File: src/sv/ofec_bi_pkg.sv
// Shared types, constants and the row-slot table of the block interleaver.
package ofec_bi_pkg;

  localparam int MaxTileRows = 8;
  localparam int MaxTileCols = 8;
  localparam int TileSize    = 16;
  localparam int TileArea    = TileSize * TileSize;
  localparam int StoreDepth  = MaxTileRows * MaxTileCols * TileArea;
  localparam int AddrBits    = $clog2(StoreDepth);
  localparam int SymBits     = 8;

  // Result queue of the back end; depth must be a power of two
  localparam int OutDepth    = 4;
  localparam int OutPtrBits  = $clog2(OutDepth);

  // Status codes of a result word
  localparam logic [1:0] STATUS_OK        = 2'd0;
  localparam logic [1:0] STATUS_OVERFLOW  = 2'd1;
  localparam logic [1:0] STATUS_UNDERFLOW = 2'd2;

  // Register indexes
  localparam logic CFG_ROWS = 1'b0;
  localparam logic CFG_COLS = 1'b1;

  // Operation codes of an input word
  localparam logic OP_WRITE = 1'b0;
  localparam logic OP_READ  = 1'b1;

  typedef enum logic [1:0] {
    CMD_WRITE,
    CMD_READ,
    CMD_REJECT
  } cmd_kind_t;

  // One classified word passed from the front to the back
  typedef struct packed {
    cmd_kind_t           kind;
    logic [AddrBits-1:0] addr;
    logic [SymBits-1:0]  sym;
    logic                frame_end;
    logic [1:0]          status;
  } cmd_t;

  // Result word as it leaves the block
  typedef struct packed {
    logic [SymBits-1:0] sym;
    logic               frame_end;
    logic [1:0]         status;
  } result_t;

  // Tile row per slot, indexed [rows-1][slot]
  typedef logic [7:0][7:0][2:0] slot_tab_t;

  function automatic slot_tab_t build_slot_tab();
    slot_tab_t tab;
    int        half;
    int        count;
    int        base;
    int        top;
    int        first;
    int        r;
    tab = '0;
    for (int rows = 1; rows <= 8; rows++) begin
      half  = rows / 2;
      count = 0;
      for (int t = 0; t < rows; t++) begin
        for (int set = 0; set < 4; set++) begin
          base  = (set < 2) ? 0 : half;
          top   = (set < 2) ? half : rows;
          first = base + (((base % 2) != (set % 2)) ? 1 : 0);
          r     = first + 2 * t;
          if (r < top) begin
            tab[rows-1][count] = 3'(r);
            count++;
          end
        end
      end
    end
    return tab;
  endfunction

  localparam slot_tab_t SLOT_ROW = build_slot_tab();

endpackage

File: src/sv/ofec_bi_front.sv
// Front end: config registers, frame counters, word classification and addressing.
module ofec_bi_front import ofec_bi_pkg::*; (
  input  logic         clk,
  input  logic         rst_n,
  input  logic         cfg_we,
  input  logic         cfg_index,
  input  logic [3:0]   cfg_data,
  input  logic         accept,
  input  logic         op,
  input  logic [7:0]   symbol_in,
  output cmd_t         cmd
);

  logic [3:0]  rows_r, cols_r;
  logic [14:0] write_count_r, write_count_nxt;
  logic        frame_full_r, frame_full_nxt;
  logic [6:0]  col_r, col_nxt;
  logic [2:0]  slot_r, slot_nxt;
  logic [3:0]  trow_r, trow_nxt;

  logic [2:0]  rows_m1, cols_m1;
  logic [3:0]  rows_eff, cols_eff;
  logic [7:0]  tile_count;
  logic [14:0] total;
  logic [2:0]  row;
  logic [3:0]  c4;
  logic        b;
  logic [3:0]  srow, scol;
  logic [6:0]  row_base;
  logic [5:0]  tile_idx;

  // Saturate the raw register values into 1..8
  always_comb begin
    rows_m1 = (rows_r == 4'd0) ? 3'd0 : (rows_r > 4'd8) ? 3'd7 : 3'(rows_r - 4'd1);
    cols_m1 = (cols_r == 4'd0) ? 3'd0 : (cols_r > 4'd8) ? 3'd7 : 3'(cols_r - 4'd1);
    rows_eff = {1'b0, rows_m1} + 4'd1;
    cols_eff = {1'b0, cols_m1} + 4'd1;
    tile_count = {4'd0, rows_eff} * {4'd0, cols_eff};
    total = {tile_count[6:0], 8'd0};
  end

  // Interleaved read address
  always_comb begin
    row      = SLOT_ROW[rows_m1][slot_r];
    c4       = col_r[3:0];
    b        = trow_r[3];
    srow     = c4 - {trow_r[2:0], 1'b0} - {3'd0, b};
    scol     = c4 - trow_r - {3'd0, b};
    row_base = {4'd0, row} * {3'd0, cols_eff};
    tile_idx = 6'(row_base + {4'd0, col_r[6:4]});
  end

  // Classify the word and advance the frame counters
  always_comb begin
    write_count_nxt = write_count_r;
    frame_full_nxt  = frame_full_r;
    col_nxt         = col_r;
    slot_nxt        = slot_r;
    trow_nxt        = trow_r;
    cmd.kind        = CMD_REJECT;
    cmd.addr        = {tile_idx, srow, scol};
    cmd.sym         = symbol_in;
    cmd.frame_end   = 1'b0;
    cmd.status      = STATUS_OK;
    if (op == OP_WRITE) begin
      if (frame_full_r || write_count_r >= total) begin
        cmd.status = STATUS_OVERFLOW;
      end else begin
        cmd.kind        = CMD_WRITE;
        cmd.addr        = write_count_r[AddrBits-1:0];
        write_count_nxt = write_count_r + 15'd1;
        if (write_count_nxt == total) begin
          frame_full_nxt = 1'b1;
        end
      end
    end else if (!frame_full_r) begin
      cmd.status = STATUS_UNDERFLOW;
    end else begin
      cmd.kind = CMD_READ;
      trow_nxt = trow_r + 4'd1;
      if (trow_r == 4'hF) begin
        slot_nxt = slot_r + 3'd1;
        if (slot_r == rows_m1) begin
          slot_nxt = '0;
          col_nxt  = col_r + 7'd1;
          if (col_r == {cols_m1, 4'hF}) begin
            cmd.frame_end   = 1'b1;
            col_nxt         = '0;
            write_count_nxt = '0;
            frame_full_nxt  = 1'b0;
          end
        end
      end
    end
  end

  // Hold config and counters; a config write abandons the frame
  always_ff @(posedge clk) begin
    if (!rst_n) begin
      rows_r        <= 4'd8;
      cols_r        <= 4'd8;
      write_count_r <= '0;
      frame_full_r  <= 1'b0;
      col_r         <= '0;
      slot_r        <= '0;
      trow_r        <= '0;
    end else if (cfg_we) begin
      if (cfg_index == CFG_ROWS) begin
        rows_r <= cfg_data;
      end else begin
        cols_r <= cfg_data;
      end
      write_count_r <= '0;
      frame_full_r  <= 1'b0;
      col_r         <= '0;
      slot_r        <= '0;
      trow_r        <= '0;
    end else if (accept) begin
      write_count_r <= write_count_nxt;
      frame_full_r  <= frame_full_nxt;
      col_r         <= col_nxt;
      slot_r        <= slot_nxt;
      trow_r        <= trow_nxt;
    end
  end

  a_full_count: assert property (@(posedge clk) disable iff (!rst_n)
    frame_full_r |-> (write_count_r == total))
    else $error("frame full with short write count");
  a_idle_read_pos: assert property (@(posedge clk) disable iff (!rst_n)
    !frame_full_r |-> (col_r == '0 && slot_r == '0 && trow_r == '0))
    else $error("read position moved before frame full");
  a_slot_range: assert property (@(posedge clk) disable iff (!rst_n)
    $past(cfg_we) || $past(!rst_n) || slot_r <= rows_m1)
    else $error("row slot beyond frame rows");

endmodule

File: config.mk
export PLATFORM = sky130hd
export DESIGN_NAME = ofec_bi_front
export DESIGN_NICKNAME = d
export VERILOG_FILES = /design/src/sv/ofec_bi_pkg.sv /design/src/sv/ofec_bi_front.sv
export SDC_FILE = /design/constraint.sdc
export NUM_CORES = 1
export LEC_CHECK = 0
export ABC_AREA = 1
export BUFFER_PORTS_ARGS = -buffer_cell sky130_fd_sc_hd__buf_2
export CAP_MARGIN = 10
export CORE_UTILIZATION = 35
export DETAILED_ROUTE_END_ITERATION = 8
export GPL_TIMING_DRIVEN = 1
export HOLD_SLACK_MARGIN = 0.05
export PLACE_DENSITY = 0.56
export SLEW_MARGIN = 20
export SYNTH_ARGS = -nofsm -noshare
export SYNTH_HDL_FRONTEND = slang
export SYNTH_SLANG_ARGS = --single-unit
File: constraint.sdc
create_clock -name clk -period 9.1 [get_ports clk]
set_input_delay 1.365 -clock clk [delete_from_list [all_inputs] [get_ports clk]]
set_output_delay 1.365 -clock clk [all_outputs]
set_load 0.05 [all_outputs]
# --- Yosys cells after proc, flatten, opt, wreduce, memory -nomap -nowiden ---
# Memory sizes are Yosys's and may differ from the RTL's.
# Cells that the tools add are included.
word_totals:
  mem_bits_ro: 192
  register_bits: 38
  output_inout_bits: 27
  memories: 1
op_classes:
  n_mux: 34
  n_mul: 2
  eq_ne: 9
  add_sub_neg: 13
  n_reduce_logical: 12
  magnitude_cmp: 5
  bitwise: 2
mem_list:
  columns: ["name", "words", "word_bits", "rd", "rd_ports_with_merged_regs", "write_ports", "line", "rtl"]
  rows:
  - ["(no name shown)", 8, 24, 1, 0, 0, "ofec_bi_front.sv:44", "row = SLOT_ROW[rows_m1][slot_r];"]
ops:
  columns: ["cell", "n"]
  rows:
  - ["$mux 15", 6]
  - ["$mux 24", 1]
  - ["$mux 3", 6]
  - ["$mux 16", 1]
  - ["$add 15x1->15 const B", 1]
  - ["$eq 15x15->1", 1]
  - ["$ge 15x15->1", 1]
  - ["$mux 14", 1]
  - ["$mux 1", 13]
  - ["$bmux 3 s3", 1]
  - ["$add 3x1->4 const B", 2]
  - ["$gt 4x4->1 const B", 2]
  - ["$logic_not 4->1", 2]
  - ["$lt 3x4->1 const B", 2]
  - ["$mux 2", 4]
  - ["$ne 2x1->1 const B", 4]
  - ["$sub 4x1->4", 2]
  - ["$sub 4x4->4", 2]
  - ["$add 7x1->7 const B", 1]
  - ["$eq 7x7->1", 1]
  - ["$mul 4x4->7", 1]
  - ["$mux 7", 1]
  - ["$add 6x3->6", 1]
  - ["$mul 3x4->6", 1]
  - ["15 further kinds", 19]

# --- Depth between registers and ports, before layout ---
depth:
  word_depth: 11
  ltp_mapped: 34
  mapped_depth_nobuf: 33

# --- Worst setup path after synthesis ---
# No wires, ideal clock.
synth_path:
  path_kind: "flip-flop to output port"
  from: "register cols_r[0]"
  to: "output port cmd[11] (netlist name)"
  path_stages_with_launch: 30
  arrival_time_ns: 5.832
  n_path_buf: 1
  setup_slack_ns: 1.903
  cell_sequence: "dfxtp_1 -> inv_1 -> ha_1 -> nand2_1 -> nand2_1 -> nand2_1 -> nand2_2 -> inv_2 -> ha_1 -> xor2_1 -> inv_1 -> nor2_1 -> fa_1 -> fa_1 -> fa_1 -> nand3_1 -> nand2_1 -> nand2_1 -> nand2_1 -> nand3_1 -> nand2_1 -> ha_1 -> nand2_1 -> nor2_1 -> a211oi_1 -> nand4_1 -> nor2_1 -> inv_1 -> clkbuf_1 -> o21ai_0"
synth_lines:
  columns: ["item", "line", "rtl"]
  rows:
  - ["start: declaration", "ofec_bi_front.sv:14", "logic [3:0] rows_r, cols_r;"]
  - ["start signal: assignment", "ofec_bi_front.sv:111", "cols_r <= cfg_data;"]
  - ["end: declaration", "ofec_bi_front.sv:11", "output cmd_t cmd"]

==> results.ini <==
[cells_and_area]
synthToLayoutAreaGrowth_pct=9.208
diodes=0
final_nets=721
final_cell_area_sq_um=4452
drive_gt1_share_pct=10.06

[worst_setup_path]
path_max_fanout=16
crit_top_cell=nand2_1
slowest_delay_ns=0.67
critPathRequiredTime_ns=7.74
start_kind=register
crit_path_top_delay_cell=nor2_1
end_kind=output port
criticalPathCategory=register to output port
cp_data_arrival_time_ns=6.44

[synth]
synth_nets=704
yosysUniqueCellTypes=42
synth_edf_count=0
yosysSeqAreaShare_pct=18.66
synth-main-ff-cell=dfxtp_1
avgSynthCellArea_sq_um=6.481
netlist_instances=629
async_reset_ff_share_pct=0
ys_ff_latch=38
netlist_area_sq_um=4076
yosysWarnings=0

[clock_tree]
clockBufferDepth=2
cts.htree.levels=2
insertion_delay_ns=0.28
clock-sinks=38
cts_setup_buffers=0
ctsResizeCount=0
cts_tree=yes
ctsHoldBuffers=0
cts.root.buffer_cell=clkbuf_16
cts.clk_slew.worst_paths_ns=0.06
cts_buffers=5

[grt]
overflow=0
grt_pass1_wl_microns=17180
grt_use_total_pct=18.40
antenna_found_initial=0
grt_max_degree=21
grt_pass1_vias=3539

[placed_design]
gp_congestion=0.8765
port_buffers=28
place_ws_ns=1.583
dp_hpwl_microns=8463
placed_area_sq_um=4283

[route]
antenna_left=0
wl_microns=10410
dr.first_iter.drc_count=212
num_vias=3960
dr.pass1.iters=4
viasPerCell=5.019
drc=0
post_drt_wl_per_cell_microns=13.19

[floorplan]
io_pins=45
dieArea_sq_um=12080
die_h_microns=109.9
fp.dieW_microns=109.9
initial_core_util_pct=35.85
num_rows=39
core-area_sq_um=11370

[hold_path]
hold_path.class=register to register

[flow_run]
max-cap-violations=0

[timing]
finalMaxSlewViolations=0
period_needed_ns=7.808
fin_ws_ns=1.292
final.period_utilization_pct=85.80
worst_pin_slew_ns=0.8544
tns_ns=0
slew_headroom_pct=42.83
rsz0062_at_grt=no
setup_viol=0
skew_ns=0.004449
hold_viol=0
clock.fmax_mhz=128.1

[pwr]
p_per_area_nw_per_um2=159.6
total_power_mw=0.7106
p_leak_nw=2.130
vdd_ir_drop_max_mv=0.07495

[outcome]
status=finished, final reports clean

==> per-stage QoR <==
step	std cells	hold slack, ns	utilization, %
2_1_floorplan	629	0.4325	-
3_3_place_gp	782	0.4439	37.67
3_5_place_dp	782	0.4594	37.67
4_1_cts	789	0.4677	39.15
5_1_grt	789	0.4748	39.15
6_report	789	0.4623	39.15
==> cell type report <==
cell class / instances / area, sq um
repair buffers: 29 / 147.6
clock inverters: 1 / 30.03
flip-flops and latches: 38 / 760.7
clock buffers: 6 / 138.9
multi-input cells: 483 / 2859
fillers: 1215 / 6918
inverters: 89 / 336.6
well taps: 143 / 178.9
==> registers in the layout, summed over array words and instances (netlist names) <==
signal and flops:
cols_r 4, rows_r 4, slot_r 3, col_r 7
frame_full_r 1, trow_r 4, write_count_r 15
==> layer usage <==
layer / GRT usage (%) / part of all wire [%] / vias to the layer above
li1: - / - / 2055
met1: 25.41 / 49 / 1807
met2: 29.55 / 45 / 87
met3: 3.082 / 5.4 / 11
met4: 4.571 / 1.2 / 0
met5: 0 / 0 / -
==> critical path: cells and delay by family, from the launching register on <==
family	cells	cell delay, ns
xor gates and xnor gates	1	0.22
buffers and inverters	5	1.01
DFF	1	0.32
AOI/OAI and AO/OA	2	0.45
adders and majority gates	6	2.21
and+or+nand+nor	15	1.95
==> path summary, 6_finish.rpt <==
check | start | endpoint | slack, ns | cells past startpoint
max | cols_r[0] | cmd[19] | 1.29 | 29
min | cols_r[1] | cols_r[1] | 0.46 | 2
max reg2reg | cols_r[0] | write_count_r[6] | 3.47 | 29
min reg2reg | cols_r[1] | cols_r[1] | 0.46 | 2
==> logic make-up after synthesis <==
| group | count (synthesis) | share of synthesized area, % |
|---|---|---|
| buffers and inverters | 108 | 11.20 |
| AO/OA/AOI/OAI | 97 | 12.95 |
| flip-flops | 38 | 18.66 |
| XOR/XNOR | 23 | 5.310 |
| AND/OR/NAND/NOR | 306 | 32.35 |
| adder cells (fa/ha/maj) | 57 | 19.52 |
==> layout by cell type, fill, tap and decap left out, types with 2 or more instances in the layout <==
master	netlist	layout
a21oi_1	32	32
buf_2	3	28
clkbuf_16	0	5
clkinv_1	2	2
dfxtp_1	38	38
fa_1	11	11
ha_1	46	46
inv_1	79	79
inv_2	7	7
nand2_1	133	133
nand2_2	7	7
nand3_1	39	39
nand3_2	2	2
nand4_1	10	10
nor2_1	92	92
nor2_2	3	3
nor2_4	2	2
nor3_1	10	10
nor4_1	2	2
o211ai_1	3	3
o21ai_0	43	43
o21ai_1	10	10
o21ai_2	3	3
xnor2_1	10	10
xor2_1	12	12
==> synth_stat cells (11+ instances only) <==
| cell type | n | area share [%] |
|---|---|---|
| nand2_1 | 133 | 12 |
| nor2_1 | 92 | 8.5 |
| inv_1 | 79 | 7.3 |
| ha_1 | 46 | 14 |
| o21ai_0 | 43 | 5.3 |
| nand3_1 | 39 | 4.8 |
| dfxtp_1 | 38 | 19 |
| a21oi_1 | 32 | 3.9 |
| xor2_1 | 12 | 2.6 |
| fa_1 | 11 | 5.4 |
==> report_power, final <==
group | internal [mW] | switching, mW
sequential | 0.172 | 0.00638
combinational | 0.0971 | 0.229
clock | 0.135 | 0.0706
No activity file was read; power rests on OpenSTA's default activity.
