--- config.mk ---
export PLATFORM = sky130hd
export DESIGN_NAME = ofec_bi_cmd_queue
export DESIGN_NICKNAME = d
export VERILOG_FILES = /design/src/sv/ofec_bi_pkg.sv /design/src/sv/ofec_bi_cmd_queue.sv
export SDC_FILE = /design/constraint.sdc
export NUM_CORES = 1
export LEC_CHECK = 0
export BUFFER_PORTS_ARGS = -buffer_cell sky130_fd_sc_hd__buf_2
export CAP_MARGIN = 20
export CELL_PAD_IN_SITES_DETAIL_PLACEMENT = 0
export CELL_PAD_IN_SITES_GLOBAL_PLACEMENT = 1
export CORE_AREA = 4 4 85 87
export CTS_BUF_LIST = sky130_fd_sc_hd__clkbuf_16
export CTS_CLUSTER_SIZE = 24
export DETAILED_ROUTE_END_ITERATION = 12
export DIE_AREA = 0 0 89 91
export PLACE_DENSITY = 0.74
export SETUP_SLACK_MARGIN = 0.4
export SYNTH_ARGS = -nofsm -noshare
export SYNTH_HDL_FRONTEND = slang
export SYNTH_SLANG_ARGS = --single-unit
export TNS_END_PERCENT = 5
--- constraint.sdc ---
create_clock -name clk -period 3.95 [get_ports clk]
set_input_delay 0.1975 -clock clk [delete_from_list [all_inputs] [get_ports clk]]
set_output_delay 0.1975 -clock clk [all_outputs]
set_load 0.02 [all_outputs]
--- src/sv/ofec_bi_pkg.sv ---
// Shared types, constants and the row-slot table of the block interleaver.
package ofec_bi_pkg;

  localparam int MaxTileRows = 8;
  localparam int MaxTileCols = 8;
  localparam int TileSize    = 16;
  localparam int TileArea    = TileSize * TileSize;
  localparam int StoreDepth  = MaxTileRows * MaxTileCols * TileArea;
  localparam int AddrBits    = $clog2(StoreDepth);
  localparam int SymBits     = 8;

  // Result queue of the back end; depth must be a power of two
  localparam int OutDepth    = 4;
  localparam int OutPtrBits  = $clog2(OutDepth);

  // Status codes of a result word
  localparam logic [1:0] STATUS_OK        = 2'd0;
  localparam logic [1:0] STATUS_OVERFLOW  = 2'd1;
  localparam logic [1:0] STATUS_UNDERFLOW = 2'd2;

  // Register indexes
  localparam logic CFG_ROWS = 1'b0;
  localparam logic CFG_COLS = 1'b1;

  // Operation codes of an input word
  localparam logic OP_WRITE = 1'b0;
  localparam logic OP_READ  = 1'b1;

  typedef enum logic [1:0] {
    CMD_WRITE,
    CMD_READ,
    CMD_REJECT
  } cmd_kind_t;

  // One classified word passed from the front to the back
  typedef struct packed {
    cmd_kind_t           kind;
    logic [AddrBits-1:0] addr;
    logic [SymBits-1:0]  sym;
    logic                frame_end;
    logic [1:0]          status;
  } cmd_t;

  // Result word as it leaves the block
  typedef struct packed {
    logic [SymBits-1:0] sym;
    logic               frame_end;
    logic [1:0]         status;
  } result_t;

  // Tile row per slot, indexed [rows-1][slot]
  typedef logic [7:0][7:0][2:0] slot_tab_t;

  function automatic slot_tab_t build_slot_tab();
    slot_tab_t tab;
    int        half;
    int        count;
    int        base;
    int        top;
    int        first;
    int        r;
    tab = '0;
    for (int rows = 1; rows <= 8; rows++) begin
      half  = rows / 2;
      count = 0;
      for (int t = 0; t < rows; t++) begin
        for (int set = 0; set < 4; set++) begin
          base  = (set < 2) ? 0 : half;
          top   = (set < 2) ? half : rows;
          first = base + (((base % 2) != (set % 2)) ? 1 : 0);
          r     = first + 2 * t;
          if (r < top) begin
            tab[rows-1][count] = 3'(r);
            count++;
          end
        end
      end
    end
    return tab;
  endfunction

  localparam slot_tab_t SLOT_ROW = build_slot_tab();

endpackage

--- src/sv/ofec_bi_cmd_queue.sv ---
// Two-word queue of classified words between the front and the back.
module ofec_bi_cmd_queue import ofec_bi_pkg::*; (
  input  logic clk,
  input  logic rst_n,
  input  logic wr_en,
  input  cmd_t wr_cmd,
  output logic q_full,
  output logic q_empty,
  input  logic rd_en,
  output cmd_t rd_cmd
);

  cmd_t       slot_r [2];
  logic       wr_ptr_r, rd_ptr_r;
  logic [1:0] count_r;

  assign q_full  = (count_r == 2'd2);
  assign q_empty = (count_r == 2'd0);
  assign rd_cmd  = slot_r[rd_ptr_r];

  // Store entries
  always_ff @(posedge clk) begin
    if (wr_en) begin
      slot_r[wr_ptr_r] <= wr_cmd;
    end
  end

  // Advance pointers and count
  always_ff @(posedge clk) begin
    if (!rst_n) begin
      wr_ptr_r <= 1'b0;
      rd_ptr_r <= 1'b0;
      count_r  <= '0;
    end else begin
      if (wr_en) begin
        wr_ptr_r <= ~wr_ptr_r;
      end
      if (rd_en) begin
        rd_ptr_r <= ~rd_ptr_r;
      end
      count_r <= count_r + {1'b0, wr_en} - {1'b0, rd_en};
    end
  end

endmodule

## Word-level counts from Yosys, hierarchy flattened

Memory sizes are Yosys's and may differ from the RTL's. A register that Yosys moved wholly into a read port is not among the register bits.
Cells that the tools add are included.

- Bits of input ports: 31
- Memories: 1
- Flip-flop bits (word level): 4
- RAM bits: 54
- Word-level logic and storage cells: 14

Memories:

| name | words | bits a word | read ports | clocked after memory_dff | wr ports | RTL line | RTL |
|---|---|---|---|---|---|---|---|
| slot_r | 2 | 27 | 1 | 1 | 1 | ofec_bi_cmd_queue.sv:13 | `cmd_t slot_r [2];` |

- Muxes and demuxes: 4
- Reductions and logical operators: 1
- Bitwise logic cells: 2
- Add/subtract/negate cells: 2
- Equality and inequality tests: 1

Operators by type and width:

| cell | count |
|---|---|
| 1-bit 2-to-1 mux | 4 |
| 2-bit by 1-bit adder with 2-bit output | 1 |
| 2-bit equality test (second input constant) | 1 |
| 2-bit zero test | 1 |
| 1-bit NOT | 2 |
| 2-bit by 1-bit subtractor with 2-bit output | 1 |

## Logic depth before layout (Yosys ltp)

Gate-level depths: netlist of run 1.

- Depth after elaboration: 3
- Gate-level depth with buffers: 6
- Mapped depth without buffers: 6

## Worst setup path after synthesis of run 1

Ideal clock, no wire load.

- Kind: register -> register
- From: register wr_ptr_r
- To: memory slot_r[0][0] (netlist name), enable pin
- Path buffers: 0
- Library setup time: 0.415 ns
- Slack: 1.976 ns
- Data arrival time: 1.558 ns
- Data required time: 3.535 ns
- Stages on the path, launching flop included: 2
- Path through: dfxtp_1 nor2b_1

RTL lines:

| what | RTL line | RTL |
|---|---|---|
| from (decl) | ofec_bi_cmd_queue.sv:14 | `logic wr_ptr_r, rd_ptr_r;` |
| from (signal assigned) | ofec_bi_cmd_queue.sv:36 | `wr_ptr_r <= ~wr_ptr_r;` |
| to (decl) | ofec_bi_cmd_queue.sv:13 |  |

No word-level cell before the write port.

==> results of run 1 <==
-- worst max-delay path by stage --
stage	to	cells past startpoint	from
3_3_place_gp	slot_r[0][21]	3	wr_en
4_1_cts	rd_cmd[1]	2	register
2_1_floorplan	slot_r[0][0]	1	wr_ptr_r
6_report	rd_cmd[1]	2	register
5_1_grt	rd_cmd[1]	2	register
3_5_place_dp	slot_r[0][7]	3	wr_en
-- cells in the final DEF (no fill, tap or decap), types with 2 or more instances in the layout --
cell type	n
and2_1	4
buf_2	59
buf_4	2
clkbuf_16	9
clkinv_2	3
dfxtp_1	4
edfxtp_1	54
ha_1	2
inv_1	3
mux2_2	7
mux2_4	20
nor2b_1	3
-- kinds of logic (layout without fill, tap and decap cells) --
group	after synthesis	in the layout	share of synthesized area (%)
flops	59	59	75.60
mux	27	27	16.65
simple gates	9	9	2.362
buf+inv	5	79	2.583
fa+ha+maj	2	2	1.099
xor+xnor	2	2	1.374
compound gates	1	1	0.3298
-- report_power, final --
group	total, mW	leakage (nW)	switching, mW	internal (mW)
Sequential	0.748	0.549	0.0248	0.723
Combinational	0.184	0.486	0.0906	0.0930
Clock	0.713	0.144	0.235	0.477
Total	1.64	1.18	0.351	1.29
-- worst reg2reg max path: stages (launching register included) --
cell     delay (ns)
dfxtp_1        0.32
nor2b_2        0.56
buf_4          0.38
-- per-stage QoR --
stage / instances / total power [mW] / hold slack (ns) / area (um^2)
floorplan: 105 / 0.8916 / 0.2964 / 2277
global placement: 240 / 0.9451 / 0.3870 / 2636
detailed placement: 240 / 0.9487 / 0.3888 / 2636
CTS: 256 / 1.674 / 0.05861 / 2922
global route: 256 / 1.721 / 0.06041 / 2922
finish: 256 / 1.645 / 0.07050 / 2922
-- state kept, by name (all words and copies together) (netlist names), named ones only --
register and count:
count_r 2, rd_ptr_r 1, slot_r 54, wr_ptr_r 1
-- metal layers --
layer / GRT usage (%) / up-vias
met4: 5.955 / 0
met5: 0 / -
li1: - / 540
met2: 14.05 / 45
met1: 10.34 / 525
met3: 4.253 / 8
-- cell type report --
class	instances	area (um^2)
tap	77	96.34
sequential	59	1723
clock inverter	7	60.06
fill	546	3428
inverter	2	7.507
clock buffer	9	225.2
timing repair buffer	61	310.3
multi-input combinational	41	499.2
==> impl_metrics.py, run 1 <==
metrics = {
    "outcome": {
        "status": "finished, final reports clean",
    },
    "logic_synthesis": {
        "synth_nets": 138,
        "post-synth-top-count-cell": "edfxtp_1",
        "synthCells": 105,
        "synth_async_sr_flop_share_pct": 0,
        "synth_top_area_share_pct": 71.21,
        "synth_cell_types": 14,
        "avgSynthCellArea_um2": 21.69,
        "yosys-top-cells-count": "edfxtp_1 (54), mux2_4 (20), mux2_2 (7)",
        "yosys-top-cells-area": "edfxtp_1 (71%), mux2_4 (13%), dfxtp_1 (4.4%)",
        "synthesis.area_um2": 2277,
        "synth_edf_count": 54,
        "yosysWarnings": 0,
        "synth_seq_cells": 59,
        "ys_seq_area_share_pct": 75.60,
        "synth_top_area_cell": "edfxtp_1",
        "ys.flop_type": "edfxtp_1",
    },
    "place": {
        "pre_cts_ws_ns": 2.260,
        "place.gp.congestion": 0.6436,
        "place_hpwl_um": 2322,
        "port_buffers": 59,
    },
    "critical_path": {
        "crit_path_cell_trace": "mux2_2 -> buf_2",
        "worstReg2RegStart": "wr_ptr_r",
        "endpoint_kind": "output port",
        "required_ns": 3.75,
        "path_buf_inv": 1,
        "reg2regPathDepth": 2,
        "cp.arrival_ns": 1.78,
        "cp-start-kind": "register",
        "cp_max_fo": 27,
        "crit_family": "flip-flops",
        "crit_type": "register to output port",
        "regToRegEndpoint": "slot_r[0][18]",
        "reg2reg_setup_slack_ns": 2.37,
        "critical-path-slowest-cell": "dfxtp_2",
        "crit_path_max_incr_delay_ns": 0.89,
    },
    "routing": {
        "met3_length_um": 310,
        "wl_per_cell_um": 13.54,
        "drt_iter0_drc": 60,
        "met2WireLength_um": 1640,
        "avgViaCountPerCell": 4.367,
        "finalWirelength_um": 3465,
        "m1WireLength_um": 1437,
        "top_layer": "met4",
        "remaining_drc_errors": 0,
        "vias": 1118,
        "first_pass_iters": 4,
        "ant_nets": 0,
    },
    "global_route": {
        "antenna_found_initial": 0,
        "grt_pass1_vias": 1157,
        "track_usage_pct": 9.248,
        "grt_max_degree": 28,
        "gr-total-overflow": 0,
        "grt_pass1_wl_um": 5375,
    },
    "clock_tree": {
        "cts_resized": 0,
        "clock-sinks": 59,
        "post_cts_buffers": 0,
        "cts_tree": "done",
        "htree_levels": 3,
        "numCtsBuffers": 9,
        "ctsHoldBuffers": 0,
        "clockBufferDepth": 2,
        "clk_pin_slew_ns": 0.05,
        "clkLatencyLatePin_ns": 0.31,
        "cts_root_buf": "clkbuf_16",
    },
    "timing": {
        "fin_crit_sh_pct": 50.05,
        "final-max-slew-violation-count": 0,
        "relSlewSlack_pct": 42.38,
        "worstMarginPinSlew_ns": 0.8643,
        "setup_tns_ns": 0,
        "layout_setup_ws_ns": 1.973,
        "skew_ns": 0.006132,
        "final.min_clock_period_ns": 1.977,
        "clock.fmax_mhz": 505.8,
        "setup_violations": 0,
        "final-hold-violation-count": 0,
        "rsz0062_at_grt": "no",
    },
    "hold_path": {
        "min_path_type": "primary input to register",
        "min_to": "slot_r[0][26]",
        "min_path_cells": 1,
        "hp-start": "wr_cmd[26]",
    },
    "layout": {
        "drive_above_1_share_pct": 58.10,
        "fin_nets": 207,
        "utilization_pct": 46.01,
        "syn_to_final_growth_pct": 28.30,
        "antenna_cells": 0,
    },
    "floorplan": {
        "dieArea_um2": 8099,
        "core-area_um2": 6350,
        "rows": 29,
        "die_h_um": 91,
        "io_pins": 60,
        "chipWidth_um": 89,
        "start_util_pct": 35.86,
    },
    "power": {
        "ir_worst_vdd_uv": 357.9,
        "p_leak_nw": 1.178,
        "p_per_area_nw_per_um2": 563.0,
    },
    "job": {
        "drv_cap": 0,
    },
}
Note: power is estimated with default switching activity, not from simulation.
==> inputs of run 2 (changes only) <==
- ABC_AREA: default -> 1
- PLACE_DENSITY: 0.74 -> 0.77
- clock period: 3.95 -> 1.8 ns (I/O delays scaled with it)
==> run 2 against run 1 <==
Register-to-register slack worse by 1.8 ns. Clock skew down 0.0014 ns. Sequential power up 120%. Flip-flop and latch count unchanged. Power up 120%. Design area up 13%. First-iteration DRC count down 25%. Final cell count up 18%. Critical endpoint is now rd_cmd[4]. Largest power group unchanged.
==> impl_metrics.py, run 2 <==
metrics = {
    "outcome": {
        "status": "finished, final reports clean",
    },
    "place": {
        "place.gp.congestion": 0.6673,
        "place_hpwl_um": 2817,
        "port_buffers": 59,
    },
    "logic_synthesis": {
        "ys_seq_area_share_pct": 75.60,
        "synth_top_area_cell": "edfxtp_1",
        "yosysWarnings": 0,
        "synth_async_sr_flop_share_pct": 0,
        "post-synth-top-count-cell": "edfxtp_1",
        "synth_cell_types": 12,
        "synth_edf_count": 54,
        "yosys-top-cells-area": "edfxtp_1 (71%), mux2_4 (13%), dfxtp_1 (4.4%)",
        "synth_nets": 150,
        "yosys-top-cells-count": "edfxtp_1 (54), mux2_4 (20), nor2_1 (9)",
        "synthCells": 117,
        "avgSynthCellArea_um2": 19.46,
        "synth_seq_cells": 59,
        "synth_top_area_share_pct": 71.21,
        "ys.flop_type": "edfxtp_1",
        "synthesis.area_um2": 2277,
    },
    "floorplan": {
        "chipWidth_um": 89,
        "start_util_pct": 35.86,
        "die_h_um": 91,
        "rows": 29,
        "core-area_um2": 6350,
        "io_pins": 60,
        "dieArea_um2": 8099,
    },
    "clock_tree": {
        "cts_root_buf": "clkbuf_16",
        "htree_levels": 3,
        "clkLatencyLatePin_ns": 0.32,
        "numCtsBuffers": 9,
        "cts_tree": "done",
        "clock-sinks": 59,
        "clk_pin_slew_ns": 0.05,
        "clockBufferDepth": 2,
    },
    "critical_path": {
        "crit_family": "flip-flops",
        "crit_path_cell_trace": "clkbuf_16 -> mux2_2 -> buf_2",
        "path_buf_inv": 2,
        "cp-start-kind": "register",
        "crit_type": "register to output port",
        "crit_path_max_incr_delay_ns": 0.42,
        "cp.arrival_ns": 1.38,
        "endpoint_kind": "output port",
        "critical-path-slowest-cell": "dfxtp_4",
        "cp_max_fo": 4,
        "required_ns": 1.71,
    },
    "layout": {
        "largest_register": "slot_r",
        "fin_nets": 252,
        "syn_to_final_growth_pct": 44.73,
        "final_common_cell": "buf_2",
        "largest_registers": "slot_r x54, count_r x2",
        "final_cell_mix": "buf_2 (59), edfxtp_1 (54), dlygate4sd3_1 (27), mux2_4 (20), clkbuf_16 (10)",
        "antenna_cells": 0,
        "fillerInstances": 533,
        "largest_reg_flops": 54,
        "drive_above_1_share_pct": 47.77,
    },
    "routing": {
        "finalWirelength_um": 4146,
        "avgViaCountPerCell": 4.243,
        "drt_iter0_drc": 45,
        "wl_per_cell_um": 13.77,
        "ant_nets": 0,
        "remaining_drc_errors": 0,
        "first_pass_iters": 4,
        "vias": 1277,
    },
    "timing": {
        "fin_crit_sh_pct": 81.51,
        "clock.fmax_mhz": 681.6,
        "worstMarginPinSlew_ns": 0.2018,
        "setup_violations": 0,
        "final-max-slew-violation-count": 0,
        "skew_ns": 0.004713,
        "final-hold-violation-count": 0,
        "rsz0062_at_grt": "yes",
        "final.min_clock_period_ns": 1.467,
        "relSlewSlack_pct": 86.55,
        "setup_tns_ns": 0,
    },
    "global_route": {
        "grt_pass1_vias": 1331,
        "grt_max_degree": 15,
        "grt_pass1_wl_um": 6465,
        "antenna_found_initial": 0,
        "track_usage_pct": 10.90,
        "gr-total-overflow": 0,
    },
    "job": {
        "drv_cap": 0,
    },
    "power": {
        "ir_worst_vdd_uv": 565.8,
        "p_per_area_nw_per_um2": 1099,
        "p_leak_nw": 1.372,
        "power_mw": 3.621,
    },
    "hold_path": {
        "min_path_type": "primary input to register",
    },
}
run 2: cell count changes after synthesis, sizes merged, moves of 4 or more:
cell / before / now
and2: 4 / 0
nor2: 1 / 9
inv: 2 / 7
nand2: 0 / 8
nor2b: 4 / 0
run 2: stage by stage:
| step | worst slack, ns | cells | cell area, um^2 | util (%) | hold slack (ns) |
|---|---|---|---|---|---|
| final | 0.3329 | 301 | 3296 | 51.90 | 0.007815 |
| after global routing | 0.2969 | 301 | 3296 | 51.90 | 0.03421 |
| after CTS | 0.3101 | 300 | 3271 | 51.51 | 0.001941 |
| after detailed placement | 0.5011 | 255 | 2676 | 42.15 | 0.2851 |
| after global placement | 0.5055 | 255 | 2676 | 42.15 | 0.2785 |
| after floorplan | 0.4239 | 117 | 2285 | - | 0.1835 |
run 2: path summary, 6_finish.rpt:
check	end	cells after the start	slack (ns)	startpoint
setup reg to reg	count_r[1]	8	0.55	count_r[0]
hold reg to reg	register	3	0.53	rd_ptr_r
hold / removal	count_r[0]	3	0.008	rst_n
setup / recovery	rd_cmd[4]	3	0.33	register
run 2: cell families (layout without fill, tap and decap cells):
family          count (synthesis)  after routing  share of synthesized area (%)
compound gates                  1              1                         0.2196
fa+ha+maj                       2              2                          1.099
buf+inv                        10            117                          3.407
flops                          59             59                          75.60
mux                            27             27                          16.65
simple gates                   18             18                          3.022
run 2: timing repair:
action                     in CTS  in global routing
gates resized for setup         4                  0
hold buffers                   27                  0
setup buffers                   1                  0
cloned                          1                  1
setup endpoints to repair      27                 28
hold endpoints to repair       54                  0
run 2: report_power, final:
part / switching, mW / total, mW / leakage (nW) / internal (mW)
combinational: 0.224 / 0.455 / 0.678 / 0.232
clock: 0.513 / 1.55 / 0.144 / 1.04
sequential: 0.0293 / 1.62 / 0.549 / 1.59
total: 0.766 / 3.62 / 1.37 / 2.86
run 2: metal layers:
layer  GRT usage [%]  routed length, um
met1           14.18               1855
met4           5.211                 70
met2           16.21               1935
met5               0                  0
met3           3.801                285
run 2: area by class of cell:
type | instances | area [um^2] | area share (%)
sequential | 59 | 1725 | 52.35
inverter | 7 | 26.28 | 0.7973
timing repair buffer | 94 | 683.2 | 20.73
tap | 77 | 96.34 | 2.923
clock buffer | 9 | 225.2 | 6.834
multi-input combinational | 48 | 485.5 | 14.73
clock inverter | 7 | 53.80 | 1.632
run 2: worst register-to-register path: cells and delay by family (launching register included):
| family | cells | cell delay, ns |
|---|---|---|
| and+or+nand+nor | 2 | 0.11 |
| adders and majority gates | 2 | 0.44 |
| AOI/OAI and AO/OA | 1 | 0.12 |
| buffers and inverters | 3 | 0.14 |
| DFF | 1 | 0.34 |
==> inputs of run 3 (changes only) <==
- PLACE_DENSITY: 0.77 -> 0.75
- clock period: 1.8 -> 1.4 ns (I/O delays scaled with it)
==> run 3 against run 2 <==
The flow now finishes with violations (setup timing). Flip-flop and latch count unchanged. Clock skew about the same. Clock-buffer cell count unchanged. Critical path type unchanged.
==> impl_metrics.py, run 3 (synthesized netlist as in run 2, its figures left out) <==
metrics = {
    "layout": {
        "drive_above_1_share_pct": 57.78,
        "largest_register": "slot_r",
        "syn_to_final_growth_pct": 58.90,
        "final_cells": 302,
        "final_common_cell": "edfxtp_1",
        "largest_registers": "slot_r x54, count_r x2",
        "antenna_cells": 0,
        "fin_nets": 253,
        "largest_reg_flops": 54,
        "final_cell_mix": "edfxtp_1 (54), buf_2 (40), dlygate4sd3_1 (28), mux2_4 (22), buf_6 (19)",
    },
    "outcome": {
        "violations": "setup timing",
        "status": "finished with violations",
    },
    "clock_tree": {
        "numCtsBuffers": 9,
        "htree_levels": 3,
        "clockBufferDepth": 2,
        "clkLatencyLatePin_ns": 0.32,
        "cts_tree": "done",
        "clock-sinks": 59,
        "cts_root_buf": "clkbuf_16",
        "clk_pin_slew_ns": 0.05,
    },
    "routing": {
        "drt_iter0_drc": 34,
        "wl_per_cell_um": 13.45,
        "ant_nets": 0,
        "finalWirelength_um": 4062,
        "avgViaCountPerCell": 4.295,
        "remaining_drc_errors": 0,
        "vias": 1297,
        "first_pass_iters": 4,
    },
    "critical_path": {
        "critical-path-slowest-cell": "dfxtp_4",
        "crit_path_cell_trace": "buf_12 -> mux2_4 -> buf_2",
        "reg2reg_setup_slack_ns": 0.16,
        "endpoint_kind": "output port",
        "cp_max_fo": 9,
        "required_ns": 1.33,
        "crit_type": "register to output port",
        "cp-start-kind": "register",
        "crit_path_max_incr_delay_ns": 0.42,
        "path_buf_inv": 2,
        "crit_family": "flip-flops",
        "cp.arrival_ns": 1.36,
    },
    "global_route": {
        "grt_pass1_wl_um": 6306,
        "grt_pass1_vias": 1364,
        "gr-total-overflow": 0,
        "track_usage_pct": 10.72,
        "grt_max_degree": 17,
        "antenna_found_initial": 0,
    },
    "timing": {
        "final-max-slew-violation-count": 0,
        "setup_violations": 27,
        "relSlewSlack_pct": 89.24,
        "skew_ns": 0.004978,
        "final.min_clock_period_ns": 1.428,
        "layout_setup_ws_ns": -0.02803,
        "final-hold-violation-count": 0,
        "fin_crit_sh_pct": 102.0,
        "worstMarginPinSlew_ns": 0.1613,
        "rsz0062_at_grt": "yes",
        "clock.fmax_mhz": 700.3,
    },
    "floorplan": {
        "dieArea_um2": 8099,
        "core-area_um2": 6350,
        "rows": 29,
        "io_pins": 60,
        "start_util_pct": 35.86,
        "die_h_um": 91,
        "chipWidth_um": 89,
    },
    "place": {
        "place.gp.congestion": 0.6632,
        "pre_cts_ws_ns": 0.1611,
        "place_hpwl_um": 2581,
        "place_inst": 256,
        "port_buffers": 59,
    },
    "power": {
        "p_leak_nw": 1.474,
        "ir_worst_vdd_uv": 1213,
        "p_per_area_nw_per_um2": 1508,
    },
    "job": {
        "drv_cap": 0,
    },
    "hold_path": {
        "min_path_type": "primary input to register",
    },
}
==> run 3: changes by cell type in the layout (fill, tap and decap cells not counted), sizes merged <==
cell,delta
bufinv,+3
clkinv,-2
clkinvlp,+1
dlygate4sd3,+1
inv,-2
==> run 3: timing repair <==
| item | CTS | global route |
|---|---|---|
| cloned | 1 | 1 |
| hold endpoints to repair | 56 | 0 |
| resized for setup | 26 | 44 |
| endpoints found under the setup margin | 66 | 57 |
| pin swaps | 6 | 6 |
| setup buffers | 0 | 0 |
| hold buffers | 28 | 0 |
==> run 3: per-stage QoR <==
step,instance area (um^2),hold slack [ns],power (mW),TNS [ns],util (%)
after CTS,3451,0.04430,5.423,-0.9700,54.34
after floorplan,2296,0.1634,2.446,0,-
after detailed placement,2695,0.2611,2.620,0,42.44
after global placement,2695,0.2577,2.608,0,42.44
final,3618,0.07579,5.458,-0.3642,56.99
after global routing,3618,0.08595,5.670,-1.484,56.99
==> run 3: path summary, 6_finish.rpt <==
kind               from         end  depth (start not counted)
max            register  rd_cmd[11]                          3
min reg2reg    rd_ptr_r    rd_ptr_r                          2
max reg2reg  count_r[0]  count_r[1]                          8
min               rd_en    rd_ptr_r                          3
==> run 3: area by class of cell <==
type,count,area [um^2]
Inverter,7,32.53
Multi-Input combinational cell,48,554.3
Sequential cell,59,1734
Fill cell,489,2731
Timing Repair Buffer,95,837.1
Clock buffer,9,225.2
Tap cell,77,96.34
Clock inverter,7,138.9
==> run 3: layer usage <==
metal,GRT usage [%],vias up,routed length [um]
met1,11.71,599,1642
met4,5.955,0,89
li1,-,642,-
met2,17.64,47,2065
met3,4.072,9,265
met5,0,-,0
==> run 3: power breakdown <==
group	internal [mW]	total, mW	switching [mW]
clock	1.91	2.64	0.727
combinational	0.405	0.730	0.325
sequential	2.04	2.09	0.0465
total	4.36	5.46	1.10
==> run 3: worst min-delay path, delay by kind of cell <==
kind,cells,cell delay (ns)
buffers and inverters,1,0.14
and+or+nand+nor,2,0.15
